==> config.mk <==
export PLATFORM = sky130hd
export DESIGN_NAME = poly_voice_allocator_top_flat
export DESIGN_NICKNAME = d
export VERILOG_FILES = /design/src/pva_pkg.sv /design/src/pva_evt_if.sv /design/src/pva_res_if.sv /design/src/pva_ram.sv /design/src/poly_voice_allocator_top.sv /design/src/flat_wrapper.sv
export VERILOG_INCLUDE_DIRS = /design/src /design/src/src
export SDC_FILE = /design/constraint.sdc
export NUM_CORES = 1
export LEC_CHECK = 0
export ABC_AREA = 1
export BUFFER_PORTS_ARGS = -buffer_cell sky130_fd_sc_hd__buf_4
export CAP_MARGIN = 10
export CELL_PAD_IN_SITES_DETAIL_PLACEMENT = 1
export CELL_PAD_IN_SITES_GLOBAL_PLACEMENT = 2
export CORE_ASPECT_RATIO = 0.75
export CORE_MARGIN = 2
export CORE_UTILIZATION = 42
export CTS_CLUSTER_DIAMETER = 120
export DETAILED_ROUTE_END_ITERATION = 10
export GPL_ROUTABILITY_DRIVEN = 1
export PLACE_DENSITY = 0.76
export SYNTH_ARGS = -nofsm -noshare
export SYNTH_HDL_FRONTEND = slang
export SYNTH_SLANG_ARGS = --single-unit
==> constraint.sdc <==
create_clock -name clk -period 11.5 [get_ports clk]
set_input_delay 1.15 -clock clk [delete_from_list [all_inputs] [get_ports clk]]
set_output_delay 1.15 -clock clk [all_outputs]
set_load 0.02 [all_outputs]
==> src/poly_voice_allocator_top_assert.svh <==
// assertion macros for the poly voice allocator
// expects signals clk and rst_n in the scope of each use
`ifndef POLY_VOICE_ALLOCATOR_TOP_ASSERT_SVH
`define POLY_VOICE_ALLOCATOR_TOP_ASSERT_SVH
`ifndef SYNTH
`define PVA_ASSERT_IMP(label, ante, cons) \
    label: assert property (@(posedge clk) disable iff (!rst_n) (ante) |-> (cons)) \
        else $error("pva check failed");
`define PVA_ASSERT_NXT(label, ante, cons) \
    label: assert property (@(posedge clk) disable iff (!rst_n) (ante) |=> (cons)) \
        else $error("pva check failed");
`else
`define PVA_ASSERT_IMP(label, ante, cons)
`define PVA_ASSERT_NXT(label, ante, cons)
`endif
`endif

==> src/pva_pkg.sv <==
// shared constants, codes and types of the poly voice allocator
// no dependencies
`timescale 1ns / 1ps
package pva_pkg;

    localparam int VOICE_COUNT      = 8;
    localparam int STAMP_BITS       = 32;
    localparam int NOTE_COUNT       = 128;
    localparam int NOTE_BITS        = 7;
    localparam int VEL_BITS         = 7;
    localparam int VOICE_FIELD_BITS = 3;
    localparam int VIDX_BITS        = (VOICE_COUNT > 1) ? $clog2(VOICE_COUNT) : 1;
    localparam int SCAN_BITS        = $clog2(VOICE_COUNT + 1);

    // event operation codes
    localparam logic OP_NOTE_ON  = 1'b0;
    localparam logic OP_NOTE_OFF = 1'b1;

    // result kind codes
    localparam logic RES_START   = 1'b0;
    localparam logic RES_RELEASE = 1'b1;

    typedef enum logic [2:0] {
        S_IDLE,
        S_MAP,
        S_SCAN,
        S_STEAL,
        S_EMIT
    } pva_state_t;

    typedef struct packed {
        logic                        release_res;
        logic [VOICE_FIELD_BITS-1:0] voice;
        logic [NOTE_BITS-1:0]        voice_note;
        logic [VEL_BITS-1:0]         voice_velocity;
        logic                        retrigger;
        logic                        stolen;
        logic [NOTE_BITS-1:0]        stolen_note;
    } pva_res_t;

endpackage

==> src/pva_evt_if.sv <==
// note event channel: valid, ready and the event payload
// depends on pva_pkg
`timescale 1ns / 1ps
interface pva_evt_if
    import pva_pkg::*;
();
    logic                 valid;
    logic                 ready;
    logic                 operation;
    logic [NOTE_BITS-1:0] note;
    logic [VEL_BITS-1:0]  velocity;

    modport source (output valid, output operation, output note, output velocity,
                    input ready);
    modport sink   (input valid, input operation, input note, input velocity,
                    output ready);
endinterface

==> src/pva_res_if.sv <==
// voice result channel: valid, ready and the result payload
// depends on pva_pkg
`timescale 1ns / 1ps
interface pva_res_if
    import pva_pkg::*;
();
    logic                        valid;
    logic                        ready;
    logic                        release_res;
    logic [VOICE_FIELD_BITS-1:0] voice;
    logic [NOTE_BITS-1:0]        voice_note;
    logic [VEL_BITS-1:0]         voice_velocity;
    logic                        retrigger;
    logic                        stolen;
    logic [NOTE_BITS-1:0]        stolen_note;

    modport source (output valid, output release_res, output voice, output voice_note,
                    output voice_velocity, output retrigger, output stolen,
                    output stolen_note, input ready);
    modport sink   (input valid, input release_res, input voice, input voice_note,
                    input voice_velocity, input retrigger, input stolen,
                    input stolen_note, output ready);
endinterface

==> src/pva_ram.sv <==
// generic single-write, single-read ram with registered read data
// no dependencies
`timescale 1ns / 1ps
module pva_ram #(
    parameter int WIDTH = 8,
    parameter int DEPTH = 16
) (
    input  logic                                   clk,
    input  logic                                   we,
    input  logic [((DEPTH > 1) ? $clog2(DEPTH) : 1)-1:0] waddr,
    input  logic [WIDTH-1:0]                       wdata,
    input  logic                                   re,
    input  logic [((DEPTH > 1) ? $clog2(DEPTH) : 1)-1:0] raddr,
    output logic [WIDTH-1:0]                       rdata
);
    logic [WIDTH-1:0] mem_reg [DEPTH];

    always_ff @(posedge clk)
    begin
        if (we)
        begin
            mem_reg[waddr] <= wdata;
        end
        if (re)
        begin
            rdata <= mem_reg[raddr];
        end
    end
endmodule

==> src/poly_voice_allocator_top.sv <==
// poly voice allocator top: note-on/off events in, voice start/release beats out
// depends on pva_pkg, pva_evt_if, pva_res_if, pva_ram and the assertion header
// an event beat passes S_MAP and S_EMIT before its result is registered; a steal adds
//   S_SCAN and S_STEAL between them (a serial stamp scan, one stamp ram read per cycle);
//   a new event is taken only in S_IDLE, once the result is loaded or an unmapped note-off dropped
// reset (rst_n, async low) clears the note valid bits, busy flags, event counter and
//   control; the note map and stamp rams need no clearing pass
`timescale 1ns / 1ps
`include "poly_voice_allocator_top_assert.svh"
module poly_voice_allocator_top
    import pva_pkg::*;
(
    input logic        clk,
    input logic        rst_n,
    pva_evt_if.sink    evt,
    pva_res_if.source  res
);
    // control and bookkeeping registers
    pva_state_t state_reg, state_next;

    // one valid bit per note, voice index of the note lives in the map ram
    logic [NOTE_COUNT-1:0]  map_valid_reg, map_valid_next;
    logic [VOICE_COUNT-1:0] voice_busy_reg, voice_busy_next;
    // reverse map: note held by each busy voice, used to find the stolen note
    logic [NOTE_BITS-1:0]   voice_note_reg [VOICE_COUNT];
    logic [NOTE_BITS-1:0]   voice_note_next [VOICE_COUNT];
    logic [STAMP_BITS-1:0]  counter_reg, counter_next;

    // latched event
    logic                   op_reg, op_next;
    logic [NOTE_BITS-1:0]   note_reg, note_next;
    logic [VEL_BITS-1:0]    vel_reg, vel_next;

    // oldest-voice scan
    logic [SCAN_BITS-1:0]   issue_idx_reg, issue_idx_next;
    logic [VIDX_BITS-1:0]   cmp_idx_reg, cmp_idx_next;
    logic [VIDX_BITS-1:0]   best_idx_reg, best_idx_next;
    logic [STAMP_BITS-1:0]  best_stamp_reg, best_stamp_next;

    // result staging and output register
    pva_res_t               res_reg, res_next;
    pva_res_t               out_reg;
    logic                   out_valid_reg;
    logic                   out_load;

    // note map ram: note -> voice index
    logic                   map_we;
    logic [NOTE_BITS-1:0]   map_waddr;
    logic [VIDX_BITS-1:0]   map_wdata;
    logic                   map_re;
    logic [NOTE_BITS-1:0]   map_raddr;
    logic [VIDX_BITS-1:0]   map_rdata;

    // stamp ram: voice -> age stamp
    logic                   stamp_we;
    logic [VIDX_BITS-1:0]   stamp_waddr;
    logic [STAMP_BITS-1:0]  stamp_wdata;
    logic                   stamp_re;
    logic [VIDX_BITS-1:0]   stamp_raddr;
    logic [STAMP_BITS-1:0]  stamp_rdata;

    // derived
    logic [VIDX_BITS-1:0]   mapped_v;
    logic                   free_any;
    logic [VIDX_BITS-1:0]   free_idx;
    logic [NOTE_BITS-1:0]   lost_note;

    pva_ram #(
        .WIDTH (VIDX_BITS),
        .DEPTH (NOTE_COUNT)
    ) u_map_ram (
        .clk   (clk),
        .we    (map_we),
        .waddr (map_waddr),
        .wdata (map_wdata),
        .re    (map_re),
        .raddr (map_raddr),
        .rdata (map_rdata)
    );

    pva_ram #(
        .WIDTH (STAMP_BITS),
        .DEPTH (VOICE_COUNT)
    ) u_stamp_ram (
        .clk   (clk),
        .we    (stamp_we),
        .waddr (stamp_waddr),
        .wdata (stamp_wdata),
        .re    (stamp_re),
        .raddr (stamp_raddr),
        .rdata (stamp_rdata)
    );

    // out-of-range voice indexes fall back to voice 0
    assign mapped_v = ({1'b0, map_rdata} >= (VIDX_BITS + 1)'(VOICE_COUNT)) ? '0 : map_rdata;

    assign lost_note = voice_note_reg[best_idx_reg];

    // lowest free voice
    always_comb
    begin
        free_any = ~(&voice_busy_reg);
        free_idx = '0;
        for (int i = VOICE_COUNT - 1; i >= 0; i--)
        begin
            if (!voice_busy_reg[i])
            begin
                free_idx = VIDX_BITS'(i);
            end
        end
    end

    // no event beat is taken while reset is held
    assign evt.ready = rst_n && (state_reg == S_IDLE);

    always_comb
    begin
        state_next      = state_reg;
        map_valid_next  = map_valid_reg;
        voice_busy_next = voice_busy_reg;
        voice_note_next = voice_note_reg;
        counter_next    = counter_reg;
        op_next         = op_reg;
        note_next       = note_reg;
        vel_next        = vel_reg;
        issue_idx_next  = issue_idx_reg;
        cmp_idx_next    = cmp_idx_reg;
        best_idx_next   = best_idx_reg;
        best_stamp_next = best_stamp_reg;
        res_next        = res_reg;
        out_load        = 1'b0;
        map_we          = 1'b0;
        map_waddr       = note_reg;
        map_wdata       = '0;
        map_re          = 1'b0;
        map_raddr       = evt.note;
        stamp_we        = 1'b0;
        stamp_waddr     = '0;
        stamp_wdata     = counter_reg;
        stamp_re        = 1'b0;
        stamp_raddr     = '0;

        unique case (state_reg)
            S_IDLE:
            begin
                if (evt.valid)
                begin
                    op_next    = evt.operation;
                    note_next  = evt.note;
                    vel_next   = evt.velocity;
                    map_re     = 1'b1;
                    state_next = S_MAP;
                end
            end

            S_MAP:
            begin
                priority if (op_reg == OP_NOTE_OFF)
                begin
                    if (!map_valid_reg[note_reg])
                    begin
                        // unmapped note-off: nothing to report
                        state_next = S_IDLE;
                    end
                    else
                    begin
                        voice_busy_next[mapped_v] = 1'b0;
                        map_valid_next[note_reg]  = 1'b0;
                        res_next = '{release_res: RES_RELEASE,
                                     voice: VOICE_FIELD_BITS'(mapped_v),
                                     voice_note: note_reg,
                                     voice_velocity: '0,
                                     retrigger: 1'b0,
                                     stolen: 1'b0,
                                     stolen_note: '0};
                        state_next = S_EMIT;
                    end
                end
                else if (map_valid_reg[note_reg])
                begin
                    // held note: refresh its voice stamp
                    stamp_we     = 1'b1;
                    stamp_waddr  = mapped_v;
                    counter_next = counter_reg + STAMP_BITS'(1);
                    res_next = '{release_res: RES_START,
                                 voice: VOICE_FIELD_BITS'(mapped_v),
                                 voice_note: note_reg,
                                 voice_velocity: vel_reg,
                                 retrigger: 1'b1,
                                 stolen: 1'b0,
                                 stolen_note: '0};
                    state_next = S_EMIT;
                end
                else if (free_any)
                begin
                    voice_busy_next[free_idx] = 1'b1;
                    map_valid_next[note_reg]  = 1'b1;
                    voice_note_next[free_idx] = note_reg;
                    map_we       = 1'b1;
                    map_wdata    = free_idx;
                    stamp_we     = 1'b1;
                    stamp_waddr  = free_idx;
                    counter_next = counter_reg + STAMP_BITS'(1);
                    res_next = '{release_res: RES_START,
                                 voice: VOICE_FIELD_BITS'(free_idx),
                                 voice_note: note_reg,
                                 voice_velocity: vel_reg,
                                 retrigger: 1'b0,
                                 stolen: 1'b0,
                                 stolen_note: '0};
                    state_next = S_EMIT;
                end
                else
                begin
                    // all voices busy: start the stamp scan at voice 0
                    stamp_re       = 1'b1;
                    stamp_raddr    = '0;
                    issue_idx_next = SCAN_BITS'(1);
                    cmp_idx_next   = '0;
                    state_next     = S_SCAN;
                end
            end

            S_SCAN:
            begin
                // strict compare keeps the lowest index on ties
                if ((cmp_idx_reg == '0) || (stamp_rdata < best_stamp_reg))
                begin
                    best_stamp_next = stamp_rdata;
                    best_idx_next   = cmp_idx_reg;
                end
                if (issue_idx_reg < SCAN_BITS'(VOICE_COUNT))
                begin
                    stamp_re       = 1'b1;
                    stamp_raddr    = issue_idx_reg[VIDX_BITS-1:0];
                    cmp_idx_next   = issue_idx_reg[VIDX_BITS-1:0];
                    issue_idx_next = issue_idx_reg + SCAN_BITS'(1);
                end
                else
                begin
                    state_next = S_STEAL;
                end
            end

            S_STEAL:
            begin
                // unmap the old note first, then map the new one
                map_valid_next[lost_note]     = 1'b0;
                map_valid_next[note_reg]      = 1'b1;
                voice_busy_next[best_idx_reg] = 1'b1;
                voice_note_next[best_idx_reg] = note_reg;
                map_we       = 1'b1;
                map_wdata    = best_idx_reg;
                stamp_we     = 1'b1;
                stamp_waddr  = best_idx_reg;
                counter_next = counter_reg + STAMP_BITS'(1);
                res_next = '{release_res: RES_START,
                             voice: VOICE_FIELD_BITS'(best_idx_reg),
                             voice_note: note_reg,
                             voice_velocity: vel_reg,
                             retrigger: 1'b0,
                             stolen: 1'b1,
                             stolen_note: lost_note};
                state_next = S_EMIT;
            end

            S_EMIT:
            begin
                // hand the result to the output register once it is free
                if (!out_valid_reg || res.ready)
                begin
                    out_load   = 1'b1;
                    state_next = S_IDLE;
                end
            end

            default:
            begin
                state_next = S_IDLE;
            end
        endcase
    end

    always_ff @(posedge clk or negedge rst_n)
    begin
        if (!rst_n)
        begin
            state_reg      <= S_IDLE;
            map_valid_reg  <= '0;
            voice_busy_reg <= '0;
            counter_reg    <= '0;
            out_valid_reg  <= 1'b0;
        end
        else
        begin
            state_reg      <= state_next;
            map_valid_reg  <= map_valid_next;
            voice_busy_reg <= voice_busy_next;
            counter_reg    <= counter_next;
            if (out_load)
            begin
                out_valid_reg <= 1'b1;
            end
            else if (res.ready)
            begin
                out_valid_reg <= 1'b0;
            end
        end
    end

    // payload registers, no reset
    always_ff @(posedge clk)
    begin
        voice_note_reg <= voice_note_next;
        op_reg         <= op_next;
        note_reg       <= note_next;
        vel_reg        <= vel_next;
        issue_idx_reg  <= issue_idx_next;
        cmp_idx_reg    <= cmp_idx_next;
        best_idx_reg   <= best_idx_next;
        best_stamp_reg <= best_stamp_next;
        res_reg        <= res_next;
        if (out_load)
        begin
            out_reg <= res_reg;
        end
    end

    assign res.valid          = out_valid_reg;
    assign res.release_res    = out_reg.release_res;
    assign res.voice          = out_reg.voice;
    assign res.voice_note     = out_reg.voice_note;
    assign res.voice_velocity = out_reg.voice_velocity;
    assign res.retrigger      = out_reg.retrigger;
    assign res.stolen         = out_reg.stolen;
    assign res.stolen_note    = out_reg.stolen_note;

    // every busy voice owns exactly one mapped note
    `PVA_ASSERT_IMP(a_busy_matches_map, state_reg == S_IDLE, $countones(voice_busy_reg) == $countones(map_valid_reg))
    // stealing only happens with no free voice
    `PVA_ASSERT_IMP(a_steal_all_busy, state_reg == S_STEAL, &voice_busy_reg)
    // the voice being stolen still has its note mapped
    `PVA_ASSERT_IMP(a_stolen_note_mapped, state_reg == S_STEAL, map_valid_reg[lost_note])
    // a note-off never advances the event counter
    `PVA_ASSERT_NXT(a_off_keeps_counter, (state_reg == S_MAP) && (op_reg == OP_NOTE_OFF), $stable(counter_reg))
    // a steal advances the event counter by one
    `PVA_ASSERT_NXT(a_steal_bumps_counter, state_reg == S_STEAL, counter_reg == STAMP_BITS'($past(counter_reg) + 1'b1))

endmodule
==> src/flat_wrapper.sv <==
// flat-port wrapper written by rule: the top's interface ports become plain ports
module poly_voice_allocator_top_flat import pva_pkg::*;
  (clk, rst_n, evt_valid, evt_operation, evt_note, evt_velocity, evt_ready, res_valid, res_release_res, res_voice, res_voice_note, res_voice_velocity, res_retrigger, res_stolen, res_stolen_note, res_ready);
  pva_evt_if evt_i ();
  pva_res_if res_i ();
  input logic clk;
  input logic rst_n;
  input wire logic [$bits(evt_i.valid)-1:0] evt_valid;
  input wire logic [$bits(evt_i.operation)-1:0] evt_operation;
  input wire logic [$bits(evt_i.note)-1:0] evt_note;
  input wire logic [$bits(evt_i.velocity)-1:0] evt_velocity;
  output wire logic [$bits(evt_i.ready)-1:0] evt_ready;
  output wire logic [$bits(res_i.valid)-1:0] res_valid;
  output wire logic [$bits(res_i.release_res)-1:0] res_release_res;
  output wire logic [$bits(res_i.voice)-1:0] res_voice;
  output wire logic [$bits(res_i.voice_note)-1:0] res_voice_note;
  output wire logic [$bits(res_i.voice_velocity)-1:0] res_voice_velocity;
  output wire logic [$bits(res_i.retrigger)-1:0] res_retrigger;
  output wire logic [$bits(res_i.stolen)-1:0] res_stolen;
  output wire logic [$bits(res_i.stolen_note)-1:0] res_stolen_note;
  input wire logic [$bits(res_i.ready)-1:0] res_ready;
  assign evt_i.valid = evt_valid;
  assign evt_i.operation = evt_operation;
  assign evt_i.note = evt_note;
  assign evt_i.velocity = evt_velocity;
  assign evt_ready = evt_i.ready;
  assign res_valid = res_i.valid;
  assign res_release_res = res_i.release_res;
  assign res_voice = res_i.voice;
  assign res_voice_note = res_i.voice_note;
  assign res_voice_velocity = res_i.voice_velocity;
  assign res_retrigger = res_i.retrigger;
  assign res_stolen = res_i.stolen;
  assign res_stolen_note = res_i.stolen_note;
  assign res_i.ready = res_ready;
  poly_voice_allocator_top u_core (.clk(clk), .rst_n(rst_n), .evt(evt_i), .res(res_i));
endmodule
==> impl_metrics.py <==
metrics = {
    "layout": {
        "drive_gt1_share_pct": 8.23,
        "fin_nets": 4777,
        "fin_util_pct": 47.1,
        "fin_cells": 6273,
        "area_growth_pct": 11.1,
    },
    "synth": {
        "synth_xor_area_share_pct": 0.371,
        "yosys.area_share.simple_pct": 21.0,
        "synth-seq-cells": 1014,
        "synth_mux_area_share_pct": 0.0636,
        "ys_seq_area_share_pct": 62.7,
        "synth_top_family_by_area": "simple AND/OR/NAND/NOR gates",
        "ys.warnings.count": 0,
        "netlist_area_sq_um": 47200,
        "synth_top_area_cell": "edfxtp_1",
        "synthAdderAreaFrac_pct": 0.875,
        "synth-edff-count": 842,
        "synth_flop_cell": "edfxtp_1",
        "synthDistinctLibCells": 46,
        "async_flop_share_pct": 17.0,
        "synth_compound_area_share_pct": 10.6,
        "synthTopCellsByArea": "edfxtp_1, nand2_1, dfrtp_1",
        "syn-num-nets": 4855,
        "syn_inst": 4803,
        "synth_top_cell_area_share_pct": 53.6,
        "syn_area_per_cell_sq_um": 9.83,
    },
    "worst_setup_path": {
        "worst-setup-path-type": "flip-flop to flip-flop",
        "critical_path.max_fanout": 97,
        "required_ps": 12090,
        "end_kind": "flip-flop",
        "start_kind": "flip-flop",
        "worstPathArrival_ps": 6680,
    },
    "clocking": {
        "cts_tree": "built",
        "clock-sinks": 1014,
        "h-tree-depth": 3,
        "clockBufferDepth": 3,
        "cts_root_buf": "clkbuf_16",
        "cts_setup_buffers": 0,
        "clk_latency_ps": 720,
        "postCtsResizedCells": 0,
        "clk_pin_slew_worst_paths_ps": 70,
        "cts_hold_buf": 0,
        "numCtsBuffers": 103,
    },
    "drt": {
        "drt-pass1-iter-count": 5,
        "wire_per_inst_microns": 24.8,
        "via_per_inst": 5.73,
        "vias": 36000,
        "wirelength_microns": 156000,
        "route.detailed.drc": 0,
        "antenna_left": 0,
        "drt_iter0_drc": 2875,
    },
    "placement": {
        "port_buffers": 47,
        "dp_cells": 6078,
        "gp_congestion": 0.820,
        "dp_hpwl_microns": 99400,
    },
    "floorplanning": {
        "die_y_microns": 294,
        "dieArea_sq_um": 115000,
        "die_x_microns": 391,
        "ios": 48,
        "num_rows": 106,
        "core_area_sq_um": 111000,
        "start_util_pct": 42.4,
    },
    "sta": {
        "min_period_ps": 6080,
        "hold_ws_ps": 376,
        "fin_setup_tns_ps": 0,
        "slew_viol_final": 0,
        "setup_viol": 0,
        "max_freq_mhz": 164,
        "min_period_over_period_pct": 52.9,
        "fin_worst_skew_ps": 34.5,
        "rsz0062_at_grt": "false",
        "maxSlewHeadroom_pct": 21.1,
        "tightestPinTransition_ps": 1170,
        "final-hold-violation-count": 0,
    },
    "grt": {
        "antenna_found_initial": 5,
        "grt_max_degree": 166,
        "overflow": 0,
        "grt_use_total_pct": 27.1,
        "first_global_vias": 35600,
        "grt_first_pass_wirelength_microns": 234000,
    },
    "status": {
        "status": "complete, no violations",
    },
    "hold_path": {
        "hold_class": "primary input to asynchronous set/reset pin",
    },
    "power_and_ir_drop": {
        "leakagePower_nw": 20.3,
        "ir_drop_v": 0.000222,
        "cellPowerDensity_nw_per_um2": 178,
    },
    "job": {
        "drv_cap": 0,
    },
}
[routing by layer]
layer	up-vias	GRT usage, %	routed length [microns]
met3	186	4.61	9550
li1	16700	-	-
met1	18200	41.6	76000
met4	0	6.20	3460
met5	-	0	0
met2	946	39.9	66700
[cells in the final DEF (no fill, tap or decap), types with 10 or more instances in the layout]
cell        count
nand2_1      1167
edfxtp_1      842
nor2_1        756
o21ai_0       393
nand3_1       205
dfrtp_1       172
inv_1         171
o22ai_1       159
nand4_1       142
buf_4         120
clkbuf_16     106
o32ai_1        59
o211ai_1       55
or2_2          40
a31oi_1        34
o21ai_1        33
o21bai_1       33
ha_1           33
nor2_2         32
a21oi_1        31
clkinv_1       24
nor3_1         23
o221ai_1       19
bufinv_16      19
nor2_4         15
clkinv_2       15
clkbuf_1       14
xnor2_1        11
clkinvlp_4     10
[cell usage after synthesis, types with 33 or more instances]
cell      count
a21oi_1      33
a31oi_1      34
buf_2        95
clkbuf_1    179
dfrtp_1     172
edfxtp_1    842
ha_1         33
inv_1       175
nand2_1    1167
nand3_1     205
nand4_1     142
nor2_1      772
o211ai_1     55
o21ai_0     395
o21ai_1      33
o21bai_1     33
o22ai_1     159
o32ai_1      59
or2_2        40
[report_power, final]
group	internal [mW]	switching [mW]	total, mW	leakage (nW)
registers	4.23	0.0893	4.32	10.6
clock network	2.15	1.51	3.66	1.75
logic	0.244	1.11	1.35	7.96
total	6.63	2.71	9.34	20.3
[worst paths after layout]
kind                                          start                          to  slack [ps]  depth (start not counted)
worst max-delay path            u_core.map_waddr[0]                   flip-flop        5420                         18
worst min-delay path                          rst_n  asynchronous set/reset pin         380                          1
worst max register to register  u_core.map_waddr[0]                   flip-flop        5420                         18
worst min register to register    u_core.res_reg[4]   u_core.res.stolen_note[4]         420                          0
max in group asynchronous                     rst_n  asynchronous set/reset pin        9250                          3
min in group clk                  u_core.res_reg[4]   u_core.res.stolen_note[4]         420                          0
[cell type report]
class,count,area [sq um]
timing repair buffer,121,915
tap,1458,1820
antenna,1,2.50
multi-input combinational,3299,15800
inverter,186,707
fill,12300,59000
clock buffer,126,2790
sequential,1014,29600
clock inverter,68,852
[worst max-delay path, cell delays in order (launching register included)]
cell      delay [ps]
edfxtp_1         590
buf_4            790
o21ai_0          350
nand2_1          130
nand2_1           60
nand2_1           50
nand2_1           70
nand2_1           70
nand2_1           60
nor2_1           100
nor2_1            50
nor2_2           300
nand3_1          250
nand3_4          720
buf_4            850
buf_4            910
nand3_1          200
nand2_1          110
nand2_1           50
[metrics by stage]
step / setup WS (ps) / cell area (sq um) / total power, mW
after floorplan: 1150 / 47200 / 5.24
after global placement: 5680 / 48800 / 5.72
after detailed placement: 5570 / 48800 / 5.74
after CTS: 5560 / 52400 / 9.40
after global routing: 4880 / 52400 / 9.65
final: 5420 / 52400 / 9.34
[cells by family after synthesis]
group / Yosys count
AO/OA/AOI/OAI: 837
XOR/XNOR: 20
adder cells (fa/ha/maj): 33
flip-flops: 1014
AND/OR/NAND/NOR: 2406
buffers and inverters: 490
multiplexers: 3
Note: power is estimated with default switching activity, not from simulation.
